### config.mk
export PLATFORM = sky130hd
export DESIGN_NAME = rf_level_alarm
export DESIGN_NICKNAME = d
export VERILOG_FILES = /design/src/hw/rtl/rla_pkg.sv /design/src/hw/rtl/rf_level_alarm.sv
export SDC_FILE = /design/constraint.sdc
export NUM_CORES = 1
export LEC_CHECK = 0
export CORE_MARGIN = 3
export CORE_UTILIZATION = 45
export DETAILED_ROUTE_END_ITERATION = 10
export DONT_BUFFER_PORTS = 1
export MAX_ROUTING_LAYER = met4
export PLACE_DENSITY = 0.66
export SYNTH_ARGS = -nofsm -noshare
export SYNTH_HDL_FRONTEND = slang
export SYNTH_SLANG_ARGS = --single-unit
### constraint.sdc
create_clock -name aclk -period 5.7 [get_ports aclk]
set_input_delay 0.855 -clock aclk [delete_from_list [all_inputs] [get_ports aclk]]
set_output_delay 0.855 -clock aclk [all_outputs]
set_load 0.01 [all_outputs]
### src/hw/rtl/rla_pkg.sv
// rla_pkg: shared constants for the RF level alarm.
// Register indexes, field widths and divider step counts.
// No dependencies.
package rla_pkg;

    localparam int WINDOW_LEN_DEF = 20;

    localparam int SAMPLE_W   = 12;
    localparam int STRENGTH_W = 4;
    localparam int THR_W      = 4;
    localparam int CFG_IDX_W  = 3;
    localparam int CFG_DATA_W = 12;
    localparam int STEP_W     = 4;

    localparam int AVG_QW = 12;   // quotient bits of sum / WINDOW_LEN
    localparam int STR_QW = 5;    // quotient bits of diff*10 / sensitivity

    localparam logic [STRENGTH_W-1:0] STRENGTH_FULL = 4'd10;

    localparam logic [CFG_IDX_W-1:0] REG_BASELINE    = 3'd0;
    localparam logic [CFG_IDX_W-1:0] REG_SENSITIVITY = 3'd1;
    localparam logic [CFG_IDX_W-1:0] REG_ON_THR      = 3'd2;
    localparam logic [CFG_IDX_W-1:0] REG_OFF_THR     = 3'd3;
    localparam logic [CFG_IDX_W-1:0] REG_ENABLE      = 3'd4;

    localparam logic [SAMPLE_W-1:0] BASELINE_RST    = 12'd0;
    localparam logic [SAMPLE_W-1:0] SENSITIVITY_RST = 12'd1500;
    localparam logic [THR_W-1:0]    ON_THR_RST      = 4'd6;
    localparam logic [THR_W-1:0]    OFF_THR_RST     = 4'd4;

endpackage

### src/hw/rtl/rf_level_alarm.sv
// rf_level_alarm: moving-average level detector with hysteresis alarm.
// One shared adder/subtractor under a sequencer; window kept in a small RAM.
// Depends on rla_pkg.
//
//  channel  dir  handshake         payload
//  s_       in   s_tvalid/tready   s_tdata[11:0] sample, [12] restart
//  m_       out  m_tvalid/tready   m_tdata average, strength, alarm, alert, lowest, highest
//  cfg_     in   cfg_we            cfg_index, cfg_data
//
// Each item runs through the sequencer steps in order: the window sum reads the RAM one
// entry per cycle, a constant reciprocal multiply forms the average, then 5 restoring
// divide steps on the same adder give the strength. A disabled item goes straight to
// the output step. s_tready is high only while the sequencer is idle. A result waits in
// the output register; the sequencer holds its last step until that register is free.
// Reset is synchronous on aresetn and clears control state only.
module rf_level_alarm #(
    parameter int WINDOW_LEN = rla_pkg::WINDOW_LEN_DEF
) (
    input  logic        aclk,
    input  logic        aresetn,

    input  logic        s_tvalid,
    output logic        s_tready,
    input  logic [15:0] s_tdata,   // [11:0] sample, [12] restart, [15:13] zero
    output logic        m_tvalid,
    input  logic        m_tready,
    output logic [47:0] m_tdata,   // [11:0] average, [15:12] strength, [16] alarm,
                                   // [17] alert, [29:18] lowest, [41:30] highest

    input  logic                           cfg_we,
    input  logic [rla_pkg::CFG_IDX_W-1:0]  cfg_index,
    input  logic [rla_pkg::CFG_DATA_W-1:0] cfg_data
);

    localparam int IW = (WINDOW_LEN > 1) ? $clog2(WINDOW_LEN) : 1;
    localparam int CW = $clog2(WINDOW_LEN + 1);
    localparam int W  = (13 + IW > 16) ? 13 + IW : 16;
    localparam int SW = rla_pkg::SAMPLE_W;

    // floor(sum / WINDOW_LEN) as (sum * RCP_M) >> RCP_SH, exact for every window sum
    localparam int RCP_SH = SW + 2 * IW;
    localparam int RCP_W  = RCP_SH - IW + 2;
    localparam logic [RCP_W-1:0] RCP_M =
        RCP_W'(((longint'(1) << RCP_SH) + longint'(WINDOW_LEN) - 1) / longint'(WINDOW_LEN));

    localparam logic [2:0] ST_IDLE = 3'd0;
    localparam logic [2:0] ST_SUM  = 3'd1;
    localparam logic [2:0] ST_DIVA = 3'd2;
    localparam logic [2:0] ST_DIFF = 3'd3;
    localparam logic [2:0] ST_MUL  = 3'd4;
    localparam logic [2:0] ST_DIVS = 3'd5;
    localparam logic [2:0] ST_FIN  = 3'd6;

    // configuration
    logic [SW-1:0]                  baseline_reg;
    logic [SW-1:0]                  sensitivity_reg;
    logic [rla_pkg::THR_W-1:0]      on_thr_reg;
    logic [rla_pkg::THR_W-1:0]      off_thr_reg;
    logic                           enable_reg;

    always_ff @(posedge aclk) begin
        if (!aresetn) begin
            baseline_reg    <= rla_pkg::BASELINE_RST;
            sensitivity_reg <= rla_pkg::SENSITIVITY_RST;
            on_thr_reg      <= rla_pkg::ON_THR_RST;
            off_thr_reg     <= rla_pkg::OFF_THR_RST;
            enable_reg      <= 1'b1;
        end else if (cfg_we) begin
            case (cfg_index)
                rla_pkg::REG_BASELINE:    baseline_reg    <= cfg_data[SW-1:0];
                rla_pkg::REG_SENSITIVITY: sensitivity_reg <= cfg_data[SW-1:0];
                rla_pkg::REG_ON_THR:      on_thr_reg      <= cfg_data[rla_pkg::THR_W-1:0];
                rla_pkg::REG_OFF_THR:     off_thr_reg     <= cfg_data[rla_pkg::THR_W-1:0];
                rla_pkg::REG_ENABLE:      enable_reg      <= cfg_data[0];
                default: ;
            endcase
        end
    end

    // state
    logic [2:0]                     state_reg, state_next;
    logic [WINDOW_LEN-1:0]          mask_reg, mask_next;
    logic [IW-1:0]                  wpos_reg, wpos_next;
    logic                           alarm_reg, alarm_next;
    logic                           ext_set_reg, ext_set_next;
    logic [SW-1:0]                  min_reg, min_next;
    logic [SW-1:0]                  max_reg, max_next;
    logic [CW-1:0]                  cnt_reg, cnt_next;
    logic [IW-1:0]                  rd_idx_reg, rd_idx_next;
    logic [W-1:0]                   acc_reg, acc_next;
    logic [W-1:0]                   sub_reg, sub_next;
    logic [rla_pkg::AVG_QW-1:0]     q_reg, q_next;
    logic [rla_pkg::STEP_W-1:0]     step_reg, step_next;
    logic [SW-1:0]                  avg_reg, avg_next;
    logic                           pos_reg, pos_next;
    logic                           zero_reg, zero_next;
    logic                           m_tvalid_reg, m_tvalid_next;
    logic [47:0]                    m_tdata_reg, m_tdata_next;

    // window RAM
    logic [SW-1:0] mem [WINDOW_LEN];
    logic [SW-1:0] mem_q;
    logic          mem_we;
    logic [IW-1:0] mem_waddr;
    logic          rd_en;

    always_ff @(posedge aclk) begin
        if (mem_we) begin
            mem[mem_waddr] <= s_tdata[SW-1:0];
        end
        if (rd_en) begin
            mem_q <= mem[cnt_reg[IW-1:0]];
        end
    end

    // shared adder
    logic [W-1:0] alu_a, alu_b;
    logic         alu_cin;
    logic [W:0]   alu_sum;

    assign alu_sum = {1'b0, alu_a} + {1'b0, alu_b} + {{W{1'b0}}, alu_cin};

    logic [W+RCP_W-1:0] avg_prod;

    assign avg_prod = {{RCP_W{1'b0}}, acc_reg} * {{W{1'b0}}, RCP_M};

    logic                          accept;
    logic                          restart;
    logic [WINDOW_LEN-1:0]         base_mask;
    logic [IW-1:0]                 base_pos;
    logic [SW-1:0]                 entry;
    logic                          take;
    logic                          out_free;
    logic [SW-1:0]                 mn, mx;
    logic [rla_pkg::STR_QW-1:0]    sq;
    logic [rla_pkg::STRENGTH_W-1:0] strength;
    logic                          alert;

    assign s_tready = (state_reg == ST_IDLE);
    assign accept   = s_tvalid && s_tready;
    assign restart  = s_tdata[12];
    assign out_free = !m_tvalid_reg || m_tready;
    assign rd_en    = (state_reg == ST_SUM) && (cnt_reg < CW'(WINDOW_LEN));
    assign entry    = mask_reg[rd_idx_reg] ? mem_q : baseline_reg;
    assign take     = alu_sum[W];
    assign sq       = q_reg[rla_pkg::STR_QW-1:0];
    assign strength = !pos_reg ? '0 :
                      (sq > rla_pkg::STR_QW'(rla_pkg::STRENGTH_FULL)) ?
                      rla_pkg::STRENGTH_FULL : sq[rla_pkg::STRENGTH_W-1:0];
    assign alert    = (strength >= on_thr_reg);
    assign mn       = ext_set_reg ? min_reg : baseline_reg;
    assign mx       = ext_set_reg ? max_reg : baseline_reg;

    always_comb begin
        base_mask = restart ? '0 : mask_reg;
        base_pos  = restart ? '0 : wpos_reg;
    end

    always_comb begin
        alu_a   = acc_reg;
        alu_b   = ~sub_reg;
        alu_cin = 1'b1;
        case (state_reg)
            ST_SUM: begin
                alu_b   = W'(entry);
                alu_cin = 1'b0;
            end
            ST_DIFF: begin
                alu_a = W'(q_reg[SW-1:0]);
                alu_b = ~W'(baseline_reg);
            end
            ST_MUL: begin
                alu_a   = W'({acc_reg[SW-1:0], 3'b000});
                alu_b   = W'({acc_reg[SW-1:0], 1'b0});
                alu_cin = 1'b0;
            end
            default: ;
        endcase
    end

    always_comb begin
        state_next    = state_reg;
        mask_next     = mask_reg;
        wpos_next     = wpos_reg;
        alarm_next    = alarm_reg;
        ext_set_next  = ext_set_reg;
        min_next      = min_reg;
        max_next      = max_reg;
        cnt_next      = cnt_reg;
        rd_idx_next   = rd_idx_reg;
        acc_next      = acc_reg;
        sub_next      = sub_reg;
        q_next        = q_reg;
        step_next     = step_reg;
        avg_next      = avg_reg;
        pos_next      = pos_reg;
        zero_next     = zero_reg;
        m_tvalid_next = m_tvalid_reg && !m_tready;
        m_tdata_next  = m_tdata_reg;
        mem_we        = 1'b0;
        mem_waddr     = base_pos;

        case (state_reg)
            ST_IDLE: begin
                if (accept) begin
                    if (restart) begin
                        alarm_next   = 1'b0;
                        ext_set_next = 1'b0;
                    end
                    mask_next = base_mask;
                    wpos_next = base_pos;
                    if (!enable_reg) begin
                        alarm_next = 1'b0;
                        zero_next  = 1'b1;
                        state_next = ST_FIN;
                    end else begin
                        mem_we              = 1'b1;
                        mask_next[base_pos] = 1'b1;
                        wpos_next = (base_pos == IW'(WINDOW_LEN - 1)) ? '0 : base_pos + 1'b1;
                        zero_next  = 1'b0;
                        acc_next   = '0;
                        cnt_next   = '0;
                        state_next = ST_SUM;
                    end
                end
            end
            ST_SUM: begin
                rd_idx_next = cnt_reg[IW-1:0];
                cnt_next    = cnt_reg + 1'b1;
                if (cnt_reg != '0) begin
                    acc_next = alu_sum[W-1:0];
                end
                if (cnt_reg == CW'(WINDOW_LEN)) begin
                    state_next = ST_DIVA;
                end
            end
            ST_DIVA: begin
                q_next     = avg_prod[RCP_SH +: rla_pkg::AVG_QW];
                state_next = ST_DIFF;
            end
            ST_DIVS: begin
                if (take) begin
                    acc_next = alu_sum[W-1:0];
                end
                q_next    = {q_reg[rla_pkg::AVG_QW-2:0], take};
                sub_next  = sub_reg >> 1;
                step_next = step_reg - 1'b1;
                if (step_reg == '0) begin
                    state_next = ST_FIN;
                end
            end
            ST_DIFF: begin
                avg_next     = q_reg[SW-1:0];
                pos_next     = take && (alu_sum[W-1:0] != '0);
                acc_next     = alu_sum[W-1:0];
                ext_set_next = 1'b1;
                min_next     = (q_reg[SW-1:0] < mn) ? q_reg[SW-1:0] : mn;
                max_next     = (q_reg[SW-1:0] > mx) ? q_reg[SW-1:0] : mx;
                state_next   = ST_MUL;
            end
            ST_MUL: begin
                acc_next   = alu_sum[W-1:0];
                sub_next   = W'(sensitivity_reg) << (rla_pkg::STR_QW - 1);
                step_next  = rla_pkg::STEP_W'(rla_pkg::STR_QW - 1);
                q_next     = '0;
                state_next = ST_DIVS;
            end
            ST_FIN: begin
                if (out_free) begin
                    m_tvalid_next = 1'b1;
                    if (zero_reg) begin
                        m_tdata_next = '0;
                    end else begin
                        if (!alarm_reg && alert) begin
                            alarm_next = 1'b1;
                        end else if (alarm_reg && (strength <= off_thr_reg)) begin
                            alarm_next = 1'b0;
                        end
                        m_tdata_next = {6'b0, max_reg, min_reg, alert,
                                        (!alarm_reg && alert) ? 1'b1 :
                                        (alarm_reg && (strength <= off_thr_reg)) ? 1'b0 :
                                        alarm_reg,
                                        strength, avg_reg};
                    end
                    state_next = ST_IDLE;
                end
            end
            default: begin
                state_next = ST_IDLE;
            end
        endcase
    end

    always_ff @(posedge aclk) begin
        if (!aresetn) begin
            state_reg    <= ST_IDLE;
            mask_reg     <= '0;
            wpos_reg     <= '0;
            alarm_reg    <= 1'b0;
            ext_set_reg  <= 1'b0;
            m_tvalid_reg <= 1'b0;
        end else begin
            state_reg    <= state_next;
            mask_reg     <= mask_next;
            wpos_reg     <= wpos_next;
            alarm_reg    <= alarm_next;
            ext_set_reg  <= ext_set_next;
            m_tvalid_reg <= m_tvalid_next;
        end
    end

    always_ff @(posedge aclk) begin
        min_reg     <= min_next;
        max_reg     <= max_next;
        cnt_reg     <= cnt_next;
        rd_idx_reg  <= rd_idx_next;
        acc_reg     <= acc_next;
        sub_reg     <= sub_next;
        q_reg       <= q_next;
        step_reg    <= step_next;
        avg_reg     <= avg_next;
        pos_reg     <= pos_next;
        zero_reg    <= zero_next;
        m_tdata_reg <= m_tdata_next;
    end

    assign m_tvalid = m_tvalid_reg;
    assign m_tdata  = m_tdata_reg;

endmodule

After elaboration in Yosys (flattened, before gate mapping)
Memory sizes are Yosys's and may differ from the RTL's. A register that Yosys moved wholly into a read port is not among the register bits.
Cells that the tools add are included.
- register bits: 212
- latch bits: 0
- RAM bits: 240
- bits in read-only memories: 0
- input port bits: 36
- output and inout bits: 50
- logic and storage cells: 155
- memories kept: 1
- add/subtract/negate cells: 5
- $mul: 1
- divide/modulo/power cells: 0
- magnitude comparators: 9
- equality and inequality tests: 22
- shift operators: 0
- muxes and demuxes: 54
- bitwise operators: 3
- reductions and logical operators: 36
- memories (memory ; depth ; bits a word ; read ports ; clocked after memory_dff ; write ports ; line ; RTL):
    mem ; 20 ; 12 ; 1 ; 1 ; 1 ; rf_level_alarm.sv:101 ; logic [SW-1:0] mem [WINDOW_LEN];
- operator list (cell ; number):
    $mux W18 ; 4
    $pmux W18 S2 ; 2
    $pmux W18 S4 ; 1
    $mux W12 ; 5
    $pmux W18 S3 ; 1
    $mux W20 ; 2
    $pmux W12 S3 ; 1
    $mul A18 B16 Y32 const B ; 1
    $mux W5 ; 5
    $pmux W3 S7 ; 1
    $or A20 B20 Y20 ; 1
    $add A18 B18 Y19 ; 1
    $add A19 B1 Y19 ; 1
    $mux W1 ; 19
    $not A12 Y18 ; 1
    $not A18 Y18 ; 1
    $reduce_bool A18 Y1 ; 1
    $mux W3 ; 5
    $reduce_and A2 Y1 ; 7
    $eq A3 B2 Y1 const B ; 4
    $eq A3 B3 Y1 const B ; 4
    $gt A12 B12 Y1 ; 1
    $lt A12 B12 Y1 ; 1
    $lt A5 B6 Y1 const B ; 2
    other kinds (31) ; 58

Logic depth before layout (Yosys ltp)
- word-level depth: 10
- gate-level depth with buffers: 23

Worst setup path before layout
OpenSTA, ideal clock, no wires.
- path kind: flip-flop to flip-flop
- from: register state_reg[1]
- to: register acc_reg[0], enable pin
- library setup time: 0.395 ns
- arrival time: 5.329 ns
- setup slack: -0.024 ns
- cell stages (with the launch flop): 18
- buffers on the path: 2
- clock period less this slack: 5.724 ns
- cells stage by stage: dfxtp_1 clkbuf_1 nand2_1 nor2_1 clkbuf_1 a22oi_1 fa_1 inv_1 fa_1 a21o_1 a21o_1 a31oi_1 a31o_2 o211ai_1 o21ai_0 nand2b_1 a31oi_1 o21ai_1
- cells in the longest elaborated chain, start to end: 6
- elaborated cells on any way between the ends: 19
- those cells by class: 2 x add/sub; 8 x eq/ne; 3 x mux; 6 x reduce/logical
- RTL lines (item ; line ; RTL):
    start, declared ; rf_level_alarm.sv:81 ; logic [2:0] state_reg, state_next;
    start signal, assigned ; rf_level_alarm.sv:303 ; state_reg <= state_next;
    $eq A3 B3 Y1 (tied with other cells) ; rf_level_alarm.sv:163, rf_level_alarm.sv:203 ;
    $pmux W18 S3 (tied with other cells) ; rf_level_alarm.sv:163 ; case (state_reg)
    $add A18 B18 Y19 / $mux W1 (equally long branches) ; rf_level_alarm.sv:121, rf_level_alarm.sv:163 ;
    $add A19 B1 Y19 ; rf_level_alarm.sv:121 ; assign alu_sum = {1'b0, alu_a} + {1'b0, alu_b} + {{W{1'b0}}, alu_cin};
    $ne A2 B2 Y1 (no source line) ; n/a ;
    $reduce_and A5 Y1 (no source line) (*) ; n/a ;
    end signal, assigned ; rf_level_alarm.sv:317 ; acc_reg <= acc_next;
    end, declared ; rf_level_alarm.sv:90 ; logic [W-1:0] acc_reg, acc_next;
Every way passes the cells marked *; elsewhere a longest branch is shown, timed or not.
A chain may end at the register's enable or synchronous reset.

Worst setup path in the final report
- from: register acc_reg[1]
- to: register q_reg[11] in the netlist's numbering (data pin)
- cells in the longest elaborated chain, start to end: 2
- RTL lines (item ; line ; RTL):
    $mul A18 B16 Y32 ; rf_level_alarm.sv:125 ; assign avg_prod = {{RCP_W{1'b0}}, acc_reg} * {{W{1'b0}}, RCP_M};
    $pmux W12 S3 ; rf_level_alarm.sv:203 ; case (state_reg)
    net q_next, one bit ; rf_level_alarm.sv:92 ; logic [rla_pkg::AVG_QW-1:0] q_reg, q_next;
    end signal, assigned ; rf_level_alarm.sv:319 ; q_reg <= q_next;
    end, declared ; rf_level_alarm.sv:92 ;
The timed path passes the listed nets, and every way through them passes these cells.

==> key figures <==
STA
  • Final critical-path share of the clock period: 0.975
  • Crit path time final: 5.56 ns
  • Final setup TNS: 0 ns
  • Final Skew: 0.0287 ns
  • Slew Limit Fails: 0
  • Setup-failing EPs final: 0
  • Worst-Margin Slew: 1.16 ns
  • Max_slew headroom: 0.225
  • Fmax achieved: 180 MHz
  • Final hold vios: 0

Finish
  • # diodes: 0
  • Largest register FFs: 240
  • FILL cells: 4569
  • Most frequent cells in the layout: edfxtp_1, inv_1, ha_1
  • Layout cells sized above 1: 0.183
  • Finished Cell Area: 28600 µm²
  • Area grow syn2layout: 14.1%
  • Fin nets: 2353
  • Commonest non-fill, non-tap cell in the layout: edfxtp_1

Global routing
  • Total GRT Usage: 0.197
  • Global route hottest layer: met2
  • Largest net degree at the start of global routing: 65
  • Met2 Usage GRT: 0.316
  • Met1 GRT Util: 0.263
  • First-pass GRT wire length: 88600 µm
  • Grt ovf: 0
  • Initial antenna violation count: 0
  • Vias in the first global route: 15582
  • M3 GR Usage: 0.0284

Clock tree
  • H-Tree Depth: 2
  • CTS clock-pin slew for the worst setup and hold paths: 0.06 ns
  • Clock root buffer: clkbuf_16
  • CTS Buffer Depth: 3
  • Clk_lat worst skew: 0.57 ns
  • CTS buffer count: 44
  • Clk sinks: 456
  • TritonCTS clock tree: built

Setup path
  • Worst endpoint required time: 5.97 ns
  • Max stage delay on crit path: 0.58 ns
  • Worst-path fanout max: 4
  • CP Capture Type: flop
  • Critical Path AT: 5.83 ns
  • Most Frequent Cell on Critical Path: fa_1
  • Critical path, cell by cell: buf_6 > ha_4 > xor2_1 > ha_1 > fa_1 > fa_1 > fa_1 > inv_2 > fa_1 > inv_2 > ha_4 > a211oi_2 > o21ai_2 > a31oi_4 > o21ai_4 > a211oi_4 > a21oi_2 > buf_4 > a211oi_2 > xnor2_1 > o21ai_1
  • Worst setup SP type: flop
  • CP max stage cell: fa_1
  • Critical path type: flop to flop

Synth
  • Post-synth ARST share: 0
  • Synthesized area per cell: 12.9 µm²
  • Number of synthesized flops with an enable pin: 392
  • Mapped Cells: 1940
  • Area leader, netlist: edfxtp_1
  • Yosys reg bits: 456
  • Seq/Total Area, Yosys: 0.521
  • Synth area leaders: edfxtp_1, ha_1, fa_1
  • Primary FF master, synth: edfxtp_1
  • Ys Warns: 0
  • Yosys top cell area share: 0.470
  • Netlist Area Pre-Place: 25000 µm²
  • Cell variety after synth: 71

Hold path
  • Worst Hold Class: input port to flop

Die
  • # IOs: 86
  • Die width: 242 µm
  • Die area: 58500 µm²
  • Die Height: 242 µm
  • Starting density of the core: 0.460
  • Core Box Area: 54500 µm²
  • Num rows: 85

Drt
  • Initial DRC count: 1219
  • Vias: 15311
  • Drt first pass iters: 5
  • DR vias/cell: 5.44
  • Antenna Violating Nets Remaining: 0
  • # DRC: 0
  • Final Routed Wirelength: 56500 µm
  • Drt wl/cell: 20.1 µm

Placed design
  • Placed cell area: 26500 µm²
  • Final Wtd Congestion: 0.912
  • I/O Buffers: 0
  • Detailed Place HPWL: 40000 µm

Flow run
  • MaxCap Viol Count: 0

Outcome
  • Status: completed
per-layer routing:
| metal | up-vias | wire [µm] |
|---|---|---|
| li1 | 7151 | - |
| met1 | 7675 | 24600 |
| met2 | 381 | 27600 |
| met3 | 104 | 2670 |
| met4 | 0 | 1680 |
| met5 | - | 0 |
final timing paths:
| kind | from | end | slack [ns] | cells past startpoint |
|---|---|---|---|---|
| setup / recovery | acc_reg[1] | q_reg[11] | 0.14 | 21 |
| hold reg to reg | sensitivity_reg[11] | sensitivity_reg[11] | 0.46 | 2 |
| setup reg to reg | acc_reg[1] | q_reg[11] | 0.14 | 21 |
| hold / removal | aresetn | enable_reg | 0.36 | 1 |
cells in the mapped netlist (19+ instances only):
library cell	count
edfxtp_1	392
dfxtp_1	64
fa_1	95
nor2b_1	72
inv_1	221
a21o_1	25
a21oi_1	111
mux4_2	75
nand3_1	30
nand2_1	148
ha_1	181
o21a_1	19
xnor2_1	22
nor2_1	117
o21ai_0	34
clkbuf_1	56
mux2i_1	45
critical path, delay by kind of cell, from the launching register on:
family | cells | cell delay, ns
compound gates | 8 | 1.34
xor+xnor | 2 | 0.32
fa+ha+maj | 7 | 2.69
buf+inv | 4 | 0.41
flops | 1 | 0.50
through the flow:
stage          setup WS (ns)  cells   util  hold slack, ns
2_1_floorplan         0.0605   1945      -           0.424
3_3_place_gp          -0.120   2709  0.486           0.455
3_5_place_dp          -0.200   2709  0.486           0.457
4_1_cts              -0.0194   2798  0.515           0.345
5_1_grt              -0.0672   2815  0.525           0.349
6_report               0.144   2815  0.525           0.362
layout make-up:
class | instances | area (µm²) | area share
Multi-Input combinational cell | 1188 | 11300 | 0.396
Sequential cell | 456 | 13100 | 0.457
Clock buffer | 55 | 1180 | 0.0414
Tap cell | 739 | 925 | 0.0324
Inverter | 223 | 837 | 0.0293
Clock inverter | 26 | 267 | 0.00933
Timing Repair Buffer | 128 | 983 | 0.0344
kinds of logic after synthesis:
group                      after synthesis  synth area share
AOI/OAI and AO/OA                      289            0.0744
buffers and inverters                  301            0.0477
adders and majority gates              276             0.166
and+or+nand+nor                        443            0.0830
xor gates and xnor gates                39            0.0136
DFF                                    456             0.521
muxes                                  135            0.0934
other                                    1          0.000150
repair_timing:
action,4_1_cts,5_1_grt
pin swaps,16,57
gates resized for setup,13,68
setup buffers,8,18
endpoints found under the setup margin,8,16
hold buffers,0,0
Power is left out: the tool's default activity adds up to more than one toggle a clock period on the data nets, which glitch-free logic cannot reach.
